File: config.mk
export PLATFORM = sky130hd
export DESIGN_NAME = init_ack_payload_parser_top
export DESIGN_NICKNAME = d
export VERILOG_FILES = /design/src/rtl/iapp_pkg.sv /design/src/rtl/init_ack_payload_parser_top.sv /design/src/rtl/iapp_core.sv /design/src/rtl/iapp_rsp_reg.sv
export SDC_FILE = /design/constraint.sdc
export NUM_CORES = 1
export LEC_CHECK = 0
export BUFFER_PORTS_ARGS = -buffer_cell sky130_fd_sc_hd__buf_2
export CORE_ASPECT_RATIO = 0.75
export CORE_MARGIN = 1
export CORE_UTILIZATION = 40
export CTS_BUF_LIST = sky130_fd_sc_hd__clkbuf_2
export DETAILED_ROUTE_END_ITERATION = 6
export GPL_ROUTABILITY_DRIVEN = 0
export PLACE_DENSITY = 0.67
export SKIP_LAST_GASP = 1
export SYNTH_ARGS = -nofsm -noshare
export SYNTH_HDL_FRONTEND = slang
export SYNTH_HIERARCHICAL = 1
export SYNTH_SLANG_ARGS = --single-unit
File: constraint.sdc
create_clock -name clock -period 4.8 [get_ports clock]
set_input_delay 0.96 -clock clock [delete_from_list [all_inputs] [get_ports clock]]
set_output_delay 0.96 -clock clock [all_outputs]
set_load 0.02 [all_outputs]
File: src/rtl/iapp_pkg.sv
// ----------------------------------------------------------------------------
// iapp_pkg
// Shared types and constants of the acknowledgement payload parser.
// ----------------------------------------------------------------------------
package iapp_pkg;

   localparam logic [31:0] CODEC_ID      = 32'h4F505553;
   localparam int          MIN_LEN       = 9;
   localparam int          DESC_LEN      = 1 + 1 + 4 + 2 + 1;
   localparam int          COUNT_W       = 12;
   localparam logic [COUNT_W-1:0] COUNT_MAX = {COUNT_W{1'b1}};

   // positions inside one stream descriptor
   localparam logic [3:0] DP_ID     = 4'd0;
   localparam logic [3:0] DP_TYPE   = 4'd1;
   localparam logic [3:0] DP_CODEC0 = 4'd2;
   localparam logic [3:0] DP_CODEC1 = 4'd3;
   localparam logic [3:0] DP_CODEC2 = 4'd4;
   localparam logic [3:0] DP_CODEC3 = 4'd5;
   localparam logic [3:0] DP_DUR0   = 4'd6;
   localparam logic [3:0] DP_DUR1   = 4'd7;
   localparam logic [3:0] DP_ENABLE = 4'(DESC_LEN - 1);

   // register indexes of the control port
   localparam logic [1:0] CSR_OWN_VERSION     = 2'd0;
   localparam logic [1:0] CSR_OWN_MIN_VERSION = 2'd1;
   localparam logic [1:0] CSR_AUDIO_TYPE_CODE = 2'd2;

   typedef enum logic [1:0] {
      ST_OK      = 2'd0,
      ST_SHORT   = 2'd1,
      ST_INCOMPAT = 2'd2,
      ST_TRUNC   = 2'd3
   } status_type;

   typedef struct packed {
      logic [31:0] own_version;
      logic [31:0] own_min_version;
      logic [7:0]  audio_type_code;
   } cfg_type;

   typedef struct packed {
      status_type  status;
      logic [31:0] peer_version;
      logic [31:0] peer_min_version;
      logic        has_audio_stream;
      logic [7:0]  audio_stream_id;
      logic [15:0] frame_duration_ms;
      logic        audio_enabled;
   } result_type;

endpackage

File: src/rtl/init_ack_payload_parser_top.sv
// ----------------------------------------------------------------------------
// init_ack_payload_parser_top
// Acknowledgement payload parser: one payload byte per word in, one
// result word per payload out.
//
//   channel  dir  handshake            payload
//   req_     in   req_valid/req_stall  req_payload_byte, req_last_byte
//   rsp_     out  rsp_valid/rsp_stall  status, versions, audio descriptor
//   csr_     in   csr_wr_en            csr_index, csr_wdata
//
// One byte per cycle sustained. A byte passes an input register and the
// parse step; the result of a last byte is then loaded into the result register.
// Non-last bytes keep flowing while a result is stalled; a last byte waits
// in the input register until the result register is free.
// Synchronous reset clears the payload state and sets the registers to
// their defaults (audio type code 1).
// ----------------------------------------------------------------------------
module init_ack_payload_parser_top (
   input  logic        clock,
   input  logic        reset,
   input  logic        req_valid,
   output logic        req_stall,
   input  logic [7:0]  req_payload_byte,
   input  logic        req_last_byte,
   output logic        rsp_valid,
   input  logic        rsp_stall,
   output logic [1:0]  rsp_status,
   output logic [31:0] rsp_peer_version,
   output logic [31:0] rsp_peer_min_version,
   output logic        rsp_has_audio_stream,
   output logic [7:0]  rsp_audio_stream_id,
   output logic [15:0] rsp_frame_duration_ms,
   output logic        rsp_audio_enabled,
   input  logic        csr_wr_en,
   input  logic [1:0]  csr_index,
   input  logic [31:0] csr_wdata
);
   import iapp_pkg::*;

   cfg_type    cfg_ff;
   logic       in_valid_ff;
   logic [7:0] in_byte_ff;
   logic       in_last_ff;
   logic       consume;
   logic       out_busy;
   logic       res_valid;
   result_type res;
   result_type rsp_data;

   always_ff @(posedge clock) begin
      if (reset) begin
         cfg_ff.own_version     <= '0;
         cfg_ff.own_min_version <= '0;
         cfg_ff.audio_type_code <= 8'd1;
      end else if (csr_wr_en) begin
         case (csr_index)
            CSR_OWN_VERSION:     cfg_ff.own_version     <= csr_wdata;
            CSR_OWN_MIN_VERSION: cfg_ff.own_min_version <= csr_wdata;
            CSR_AUDIO_TYPE_CODE: cfg_ff.audio_type_code <= csr_wdata[7:0];
            default: ;
         endcase
      end
   end

   // input register, refilled whenever its word moves on
   assign req_stall = in_valid_ff && !consume;

   always_ff @(posedge clock) begin
      if (reset) begin
         in_valid_ff <= 1'b0;
      end else if (!req_stall) begin
         in_valid_ff <= req_valid;
      end
   end

   always_ff @(posedge clock) begin
      if (!req_stall && req_valid) begin
         in_byte_ff <= req_payload_byte;
         in_last_ff <= req_last_byte;
      end
   end

   iapp_core u_core (
      .clock     (clock),
      .reset     (reset),
      .in_valid  (in_valid_ff),
      .in_byte   (in_byte_ff),
      .in_last   (in_last_ff),
      .out_busy  (out_busy),
      .cfg       (cfg_ff),
      .consume   (consume),
      .res_valid (res_valid),
      .res       (res)
   );

   iapp_rsp_reg u_rsp_reg (
      .clock      (clock),
      .reset      (reset),
      .load_valid (res_valid),
      .load_data  (res),
      .busy       (out_busy),
      .out_stall  (rsp_stall),
      .out_valid  (rsp_valid),
      .out_data   (rsp_data)
   );

   assign rsp_status            = rsp_data.status;
   assign rsp_peer_version      = rsp_data.peer_version;
   assign rsp_peer_min_version  = rsp_data.peer_min_version;
   assign rsp_has_audio_stream  = rsp_data.has_audio_stream;
   assign rsp_audio_stream_id   = rsp_data.audio_stream_id;
   assign rsp_frame_duration_ms = rsp_data.frame_duration_ms;
   assign rsp_audio_enabled     = rsp_data.audio_enabled;

endmodule

File: src/rtl/iapp_core.sv
// ----------------------------------------------------------------------------
// iapp_core
// Payload state and per-byte parse step; forms the result on the last byte.
// ----------------------------------------------------------------------------
module iapp_core (
   input  logic               clock,
   input  logic               reset,
   input  logic               in_valid,
   input  logic [7:0]         in_byte,
   input  logic               in_last,
   input  logic               out_busy,
   input  iapp_pkg::cfg_type  cfg,
   output logic               consume,
   output logic               res_valid,
   output iapp_pkg::result_type res
);
   import iapp_pkg::*;

   logic [COUNT_W-1:0] cnt_ff, cnt_in;
   logic [31:0]        pv_ff, pv_in;
   logic [31:0]        pm_ff, pm_in;
   logic [7:0]         sl_ff, sl_in;
   logic [3:0]         dp_ff, dp_in;
   logic [7:0]         id_ff, id_in;
   logic [7:0]         type_ff, type_in;
   logic [31:0]        codec_ff, codec_in;
   logic [15:0]        dur_ff, dur_in;
   logic               ff_ff, ff_in;
   logic [7:0]         fid_ff, fid_in;
   logic [15:0]        fdur_ff, fdur_in;
   status_type         status;

   // a last byte may only go when the result register can take it
   assign consume   = in_valid && !(in_last && out_busy);
   assign res_valid = consume && in_last;

   always_comb begin
      cnt_in   = cnt_ff;
      pv_in    = pv_ff;
      pm_in    = pm_ff;
      sl_in    = sl_ff;
      dp_in    = dp_ff;
      id_in    = id_ff;
      type_in  = type_ff;
      codec_in = codec_ff;
      dur_in   = dur_ff;
      ff_in    = ff_ff;
      fid_in   = fid_ff;
      fdur_in  = fdur_ff;

      if (cnt_ff[COUNT_W-1:2] == '0) begin
         case (cnt_ff[1:0])
            2'd0: pv_in[7:0]   = in_byte;
            2'd1: pv_in[15:8]  = in_byte;
            2'd2: pv_in[23:16] = in_byte;
            default: pv_in[31:24] = in_byte;
         endcase
      end else if (cnt_ff[COUNT_W-1:3] == '0) begin
         case (cnt_ff[1:0])
            2'd0: pm_in[7:0]   = in_byte;
            2'd1: pm_in[15:8]  = in_byte;
            2'd2: pm_in[23:16] = in_byte;
            default: pm_in[31:24] = in_byte;
         endcase
      end else if (cnt_ff == COUNT_W'(MIN_LEN - 1)) begin
         sl_in = in_byte;
         dp_in = DP_ID;
      end else if (sl_ff != '0) begin
         dp_in = dp_ff + 4'd1;
         case (dp_ff)
            DP_ID:     id_in           = in_byte;
            DP_TYPE:   type_in         = in_byte;
            DP_CODEC0: codec_in[7:0]   = in_byte;
            DP_CODEC1: codec_in[15:8]  = in_byte;
            DP_CODEC2: codec_in[23:16] = in_byte;
            DP_CODEC3: codec_in[31:24] = in_byte;
            DP_DUR0:   dur_in[7:0]     = in_byte;
            DP_DUR1:   dur_in[15:8]    = in_byte;
            default: begin
               // enable byte closes the descriptor
               if (type_ff == cfg.audio_type_code && codec_ff == CODEC_ID
                   && in_byte != 8'd0) begin
                  ff_in   = 1'b1;
                  fid_in  = id_ff;
                  fdur_in = dur_ff;
               end
               sl_in = sl_ff - 8'd1;
               dp_in = DP_ID;
            end
         endcase
      end

      if (cnt_ff != COUNT_MAX) cnt_in = cnt_ff + 1'b1;
   end

   always_comb begin
      if (cnt_in < COUNT_W'(MIN_LEN)) begin
         status = ST_SHORT;
      end else if (pm_in > cfg.own_version || pv_in < cfg.own_min_version) begin
         status = ST_INCOMPAT;
      end else if (sl_in != '0) begin
         status = ST_TRUNC;
      end else begin
         status = ST_OK;
      end

      res = '0;
      res.status = status;
      if (status != ST_SHORT) begin
         res.peer_version     = pv_in;
         res.peer_min_version = pm_in;
      end
      if (status == ST_OK && ff_in) begin
         res.has_audio_stream  = 1'b1;
         res.audio_stream_id   = fid_in;
         res.frame_duration_ms = fdur_in;
         res.audio_enabled     = 1'b1;
      end
   end

   always_ff @(posedge clock) begin
      if (reset || (consume && in_last)) begin
         cnt_ff   <= '0;
         pv_ff    <= '0;
         pm_ff    <= '0;
         sl_ff    <= '0;
         dp_ff    <= '0;
         id_ff    <= '0;
         type_ff  <= '0;
         codec_ff <= '0;
         dur_ff   <= '0;
         ff_ff    <= 1'b0;
         fid_ff   <= '0;
         fdur_ff  <= '0;
      end else if (consume) begin
         cnt_ff   <= cnt_in;
         pv_ff    <= pv_in;
         pm_ff    <= pm_in;
         sl_ff    <= sl_in;
         dp_ff    <= dp_in;
         id_ff    <= id_in;
         type_ff  <= type_in;
         codec_ff <= codec_in;
         dur_ff   <= dur_in;
         ff_ff    <= ff_in;
         fid_ff   <= fid_in;
         fdur_ff  <= fdur_in;
      end
   end

endmodule

File: src/rtl/iapp_rsp_reg.sv
// ----------------------------------------------------------------------------
// iapp_rsp_reg
// Result register in front of the response channel.
// ----------------------------------------------------------------------------
module iapp_rsp_reg (
   input  logic                 clock,
   input  logic                 reset,
   input  logic                 load_valid,
   input  iapp_pkg::result_type load_data,
   output logic                 busy,
   input  logic                 out_stall,
   output logic                 out_valid,
   output iapp_pkg::result_type out_data
);
   import iapp_pkg::*;

   logic       valid_ff;
   result_type data_ff;

   assign busy      = valid_ff && out_stall;
   assign out_valid = valid_ff;
   assign out_data  = data_ff;

   always_ff @(posedge clock) begin
      if (reset) begin
         valid_ff <= 1'b0;
      end else if (!busy) begin
         valid_ff <= load_valid;
      end
   end

   always_ff @(posedge clock) begin
      if (!busy && load_valid) begin
         data_ff <= load_data;
      end
   end

endmodule
==> impl_metrics.json, run 1 <==
{
  "avgSynthCellArea_um2": 9.681,
  "drv_cap": 0,
  "placed_area_mm2": 0.01801,
  "cp-start-kind": "flop",
  "dieHeight_um": 179.8,
  "crit_path_end_kind": "flop",
  "crit_required_ps": 5490,
  "powerDensity_mw_per_mm2": 322.1,
  "yosysWarnings": 6,
  "clock_path_buffers": 3,
  "crit_path_top_delay_cell": "mux2i_1",
  "syn_to_final_growth_pct": 11.87,
  "outcome": "completed",
  "async_flop_share_pct": 0,
  "synth_nets": 1864,
  "clock_skew_ps": 93.29,
  "cts_tree": "yes",
  "wl_per_cell_um": 17.77,
  "cts_setup_buffers": 0,
  "nNetsFinal": 2019,
  "critPathKind": "flop to flop",
  "cts.sinks": 352,
  "drive_gt1_share_pct": 18.03,
  "final_area_mm2": 0.01887,
  "synth_seq_cells": 352,
  "p_leak_uw": 0.008497,
  "core_area_mm2": 0.04116,
  "viasPerCell": 5.205,
  "die_x_um": 239.1,
  "drv_slew": 0,
  "postCtsResizedCells": 0,
  "crit_chain": "nor4_4, and3_2, nand3_1, mux2i_1, inv_1, ha_1, a21oi_1, o21ai_0, a221oi_1, o21ai_0, a22oi_1, o31a_4, a21oi_1",
  "io_pins": 142,
  "initial_utilization_pct": 40.97,
  "multi_input_area_mm2": 0.007789,
  "synth_area_mm2": 0.01686,
  "grt_pass1_wl_mm": 70.26,
  "holdBufCountCts": 0,
  "die-area_mm2": 0.04299,
  "rows": 64,
  "clkTransAtPathRegs_ps": 100,
  "antenna_found_initial": 2,
  "drt_iter0_markers": 1268,
  "vias": 13180,
  "max_slew_margin_pct": 19.46,
  "cts_buffers": 90,
  "post-dp-hpwl_mm": 30.35,
  "drt_pass1_iterations": 5,
  "setup_violations": 0,
  "portBuffers": 141,
  "ir_drop_mv": 0.1570,
  "finalHoldViolations": 0,
  "synth_enable_flop_cells": 101,
  "hold_class": "primary input to flop",
  "max_freq_mhz": 215.2,
  "max_stage_delay_ps": 550,
  "grt_start_max_net_pins": 93,
  "final.min_clock_period_ps": 4647,
  "grt_pass1_vias": 12730,
  "synth_ff_type": "dfxtp_1",
  "h-tree-depth": 3,
  "globalRouteOverflowTotal": 0,
  "tns_ps": 0,
  "synth_cells": 1742,
  "worstPathArrival_ps": 5330,
  "grtUsageTotal_pct": 20.90,
  "clk_latency_ps": 1050,
  "worst_slew_pin_slew_ps": 1208,
  "yosysUniqueCellTypes": 73,
  "drt_wl_total_mm": 45.00,
  "route.detailed.drc": 0,
  "seqCellArea_mm2": 0.008058,
  "path_max_fanout": 26,
  "fill_cells": 3975,
  "cts-root-buf": "clkbuf_2",
  "synth-seq-area-share_pct": 47.78,
  "rsz0062_at_grt": "no",
  "period_share_pct": 96.81,
  "ant_nets": 0
}
[synth_stat cells (6+ instances only)]
cell        n  share of area (%)
xor2_1     10               0.52
buf_2      22               0.65
o21ai_0    20               0.59
nor2_1    231                5.1
nor4_1      9               0.33
inv_1     137                3.0
nor3_1     14               0.42
buf_6       7               0.47
nand4_1    20               0.74
and3_1     31                1.2
dfxtp_1   251                 30
a21o_1     12               0.53
mux2i_1   201                 12
nand3_1    44                1.3
buf_4       6               0.27
xnor2_1    13               0.68
a21oi_1    87                2.6
clkbuf_1   69                1.5
a211oi_1   71                3.2
ha_1       74                5.5
edfxtp_1  101                 18
nand2b_1  105                3.9
nand2_1   111                2.5
[report_power, final]
part | switching, µW | internal [µW] | leakage (µW)
Clock | 1260 | 850 | 0.000660
Combinational | 481 | 268 | 0.00494
Sequential | 70.7 | 3150 | 0.00289
Total | 1810 | 4270 | 0.00850
[worst max-delay path: cells and delay by family, from the launching register on]
kind / cells / cell delay [ps]
AO/OA/AOI/OAI: 7 / 1600
adder cells (fa/ha/maj): 1 / 330
multiplexers: 1 / 550
flip-flops: 1 / 400
AND/OR/NAND/NOR: 3 / 1310
buffers and inverters: 1 / 120
[cell usage in the layout (no fill, tap or decap), types with 28 or more instances in the layout]
cell type  netlist  layout
a211oi_1        71      71
a21oi_1         87      87
and3_1          31      30
buf_2           22     141
buf_4            6      28
clkbuf_2         0     145
dfxtp_1        251     251
edfxtp_1       101     101
ha_1            74      74
inv_1          137     136
mux2i_1        201     201
nand2_1        111     110
nand2b_1       105     105
nand3_1         44      44
nor2_1         231     230
[registers in the layout (all words and copies together) (netlist names), 4 cells and up]
register,cells
u_core/pv_ff,32
u_core/dur_ff,16
u_core/cnt_ff,12
cfg_ff,72
u_core/codec_ff,32
u_core/type_ff,8
u_rsp_reg/out_data,92
u_core/fid_ff,8
u_core/fdur_ff,16
u_core/id_ff,8
u_core/pm_ff,32
in_byte_ff,8
u_core/dp_ff,4
u_core/sl_ff,8
[metrics by stage]
stage	total power [µW]	hold slack (ps)	instances	setup WS, ps	utilization, %
after floorplan	3789	432.1	1742	571.2	-
after global placement	4005	438.0	2366	268.5	43.77
after detailed placement	4028	444.8	2366	165.8	43.77
after CTS	6142	40.35	2530	123.0	45.81
after global routing	6385	22.38	2532	12.18	45.84
final	6077	148.5	2532	153.1	45.84
[layout make-up]
| class | count | area share, % |
|---|---|---|
| Antenna cell | 2 | 0.02653 |
| Clock buffer | 145 | 3.847 |
| Clock inverter | 19 | 0.6035 |
| Inverter | 137 | 2.739 |
| Multi-Input combinational cell | 1145 | 41.29 |
| Sequential cell | 352 | 42.71 |
| Tap cell | 561 | 3.721 |
| Timing Repair Buffer | 171 | 5.067 |
[path summary, 6_finish.rpt]
check,startpoint,endpoint,slack (ps),cells after the start
min,req_payload_byte[7],in_byte_ff[7]$_DFFE_PP_,150,1
max reg2reg,u_core/cnt_ff[11]$_SDFFE_PP0P_,u_rsp_reg/out_data[91]$_DFFE_PP_,150,13
min reg2reg,u_core/dur_ff[3]$_SDFFE_PP0P_,u_core/fdur_ff[3]$_SDFFE_PP0P_,430,2
max,u_core/cnt_ff[11]$_SDFFE_PP0P_,u_rsp_reg/out_data[91]$_DFFE_PP_,150,13
[per-layer routing]
layer	GRT usage (%)	part of all wire [%]
met5	0	0
met4	7.333	2.5
met3	5.359	7.6
met2	29.80	42
met1	30.24	47
[kinds of logic after synthesis]
group                    Yosys count  synth area share, %
AO/OA/AOI/OAI                    230                9.067
adder cells (fa/ha/maj)           74                5.490
AND/OR/NAND/NOR                  615                18.21
buffers and inverters            245                6.158
multiplexers                     202                12.00
XOR/XNOR                          24                1.291
flip-flops                       352                47.78
(Power assumes the default switching activity.)
==> inputs of run 2 (changes only) <==
==> constraint.sdc (replaced) <==
create_clock -name clock -period 4.8 [get_ports clock]
set_input_delay 0 -clock clock [delete_from_list [all_inputs] [get_ports clock]]
set_output_delay 0 -clock clock [all_outputs]
set_load 0.02 [all_outputs]
==> run 2 against run 1 <==
Effect of this change: the flow now finishes with violations (design-rule violations); clock power grew 2%; via count increased by 4.6%; sequential power about the same; first-iteration DRC count grew 3.1%; power is 1.9% higher; final cell count increased by 3.9%; clock skew up 9.7 ps; combinational power increased by 8.1%; cell area up 5.4%; critical path type unchanged; critical endpoint is now u_rsp_reg/out_data[19]$_DFFE_PP_; highest routed layer unchanged.
==> impl_metrics.json, run 2 (same netlist as run 1, synthesis figures left out) <==
{
  "max_slew_margin_pct": 18.33,
  "min_from": "reset",
  "grt_start_max_net_pins": 92,
  "clkPwrFrac_pct": 34.8,
  "h-tree-depth": 3,
  "clkTransAtPathRegs_ps": 120,
  "p_total_uw": 6193,
  "layout_commonest_cell": "dfxtp_1",
  "switching_share_pct": 29.87,
  "die_x_um": 239.1,
  "outcome": "complete, but fails checks",
  "rsz0062_at_grt": "yes",
  "drv_slew": 0,
  "setup_violations": 0,
  "wl_per_cell_um": 17.76,
  "core_area_mm2": 0.04116,
  "nNetsFinal": 2119,
  "portBuffers": 141,
  "route.detailed.drc": 3,
  "crit_required_ps": 5530,
  "initial_utilization_pct": 40.97,
  "path_max_fanout": 26,
  "hold-worst-slack_ps": 171.1,
  "internal_power_uw": 4343,
  "tns_ps": 0,
  "grtUsageTotal_pct": 21.65,
  "dieHeight_um": 179.8,
  "drt_wl_total_mm": 46.73,
  "viasPerCell": 5.240,
  "cts_buffers": 90,
  "cts_setup_buffers": 0,
  "final.min_clock_period_ps": 4644,
  "worst_slew_pin_slew_ps": 1225,
  "ant_nets": 0,
  "finalHoldViolations": 0,
  "period_share_pct": 96.75,
  "r2r_start": "u_core/cnt_ff[11]$_SDFFE_PP0P_",
  "switchingPower_uw": 1850,
  "wl_met1_mm": 21.91,
  "p_leak_uw": 0.008915,
  "rows": 64,
  "powerDensity_mw_per_mm2": 311.4,
  "p_seq_share_pct": 52.1,
  "critPathKind": "flop to flop",
  "dr.max_layer_used": "met4",
  "drv_cap": 0,
  "violations": "design-rule violations",
  "wl_met2_mm": 20.10,
  "fill_cells": 3819,
  "largest_reg_flops": 92,
  "clock_path_buffers": 3,
  "worstSetupStartpoint": "u_core/cnt_ff[11]$_SDFFE_PP0P_",
  "drt_pass1_iterations": 7,
  "drive_gt1_share_pct": 17.17,
  "vias": 13790,
  "cts-root-buf": "clkbuf_2",
  "post-dp-hpwl_mm": 30.21,
  "globalRouteOverflowTotal": 0,
  "grt_pass1_vias": 13560,
  "syn_to_final_growth_pct": 17.92,
  "max_freq_mhz": 215.3,
  "hold_class": "primary input to flop",
  "clock_skew_ps": 103.0,
  "grt_pass1_wl_mm": 73.62,
  "cts_tree": "yes",
  "drt_iter0_markers": 1307,
  "layout_common_cells": "dfxtp_1, nor2_1, mux2i_1",
  "cp-start-kind": "flop",
  "crit_path_end_kind": "flop",
  "ir_drop_mv": 0.1241,
  "antenna_found_initial": 2,
  "route.met3.wl_mm": 3.575,
  "worstPathArrival_ps": 5380,
  "comb_power_share_pct": 13.1,
  "io_pins": 142,
  "die-area_mm2": 0.04299,
  "cts.sinks": 352,
  "clk_latency_ps": 1020
}
==> run 2: cell types whose count changed in the layout (fill, tap and decap cells not counted), sizes merged <==
cell,change
dlygate4sd3,+101
clkbuf,-10
clkinv,+7
buf,-1
bufinv,+1
clkinvlp,+1
==> run 2: critical path: stages, from the launching register on <==
cell	delay, ps
dfxtp_1	400
nor4_4	440
nand3_1	230
nor2_1	430
nand2_1	460
mux2i_1	360
inv_1	80
ha_1	300
a21oi_1	150
nor2_1	60
a211oi_1	300
o21ai_0	120
or3_1	410
o31a_4	480
and3_1	210
==> run 2: layer usage <==
layer	track usage, %	up-vias
met4	7.949	0
met3	5.267	102
met5	0	-
met1	30.56	6590
li1	-	6594
met2	31.84	501
==> run 2: final timing paths <==
path	to	slack, ps	cells after the start
worst max register to register	u_rsp_reg/out_data[19]$_DFFE_PP_	160	14
worst max-delay path	u_rsp_reg/out_data[19]$_DFFE_PP_	160	14
worst min register to register	u_core/fdur_ff[5]$_SDFFE_PP0P_	420	2
worst min-delay path	cfg_ff[43]$_SDFFE_PP0P_	170	4
==> run 2: layout make-up <==
class | count | area, µm² | share of cell area, %
Sequential cell | 352 | 8058 | 40.52
Clock inverter | 28 | 192.7 | 0.9690
Clock buffer | 135 | 675.6 | 3.398
Multi-Input combinational cell | 1145 | 7801 | 39.23
Tap cell | 561 | 701.9 | 3.530
Inverter | 137 | 516.7 | 2.599
Antenna cell | 2 | 5.005 | 0.02517
Timing Repair Buffer | 271 | 1934 | 9.728
==> run 2: what timing repair did <==
item,CTS,global route
setup endpoints to repair,0,27
hold buffers,101,0
endpoints found under the hold margin,214,0
gates resized for setup,0,5
==> run 2: metrics by stage <==
| stage | worst slack (ps) | cells | utilization (%) | cell area [µm²] |
|---|---|---|---|---|
| 6_report | 156.0 | 2631 | 48.31 | 19890 |
| 5_1_grt | -58.23 | 2630 | 48.31 | 19880 |
| 4_1_cts | 115.4 | 2629 | 48.26 | 19860 |
| 3_5_place_dp | 132.3 | 2365 | 43.69 | 17980 |
| 3_3_place_gp | 193.9 | 2365 | 43.69 | 17980 |
| 2_1_floorplan | 962.9 | 1742 | - | 16860 |
==> run 2: power groups by stage <==
| stage | logic [µW] | clock network, µW | registers, µW |
|---|---|---|---|
| detailed placement | 734 | 0 | 3290 |
| finish | 810 | 2160 | 3220 |
| CTS | 798 | 2220 | 3220 |
| global placement | 713 | 0 | 3290 |
| global route | 887 | 2370 | 3240 |
| floorplan | 485 | 0 | 3300 |
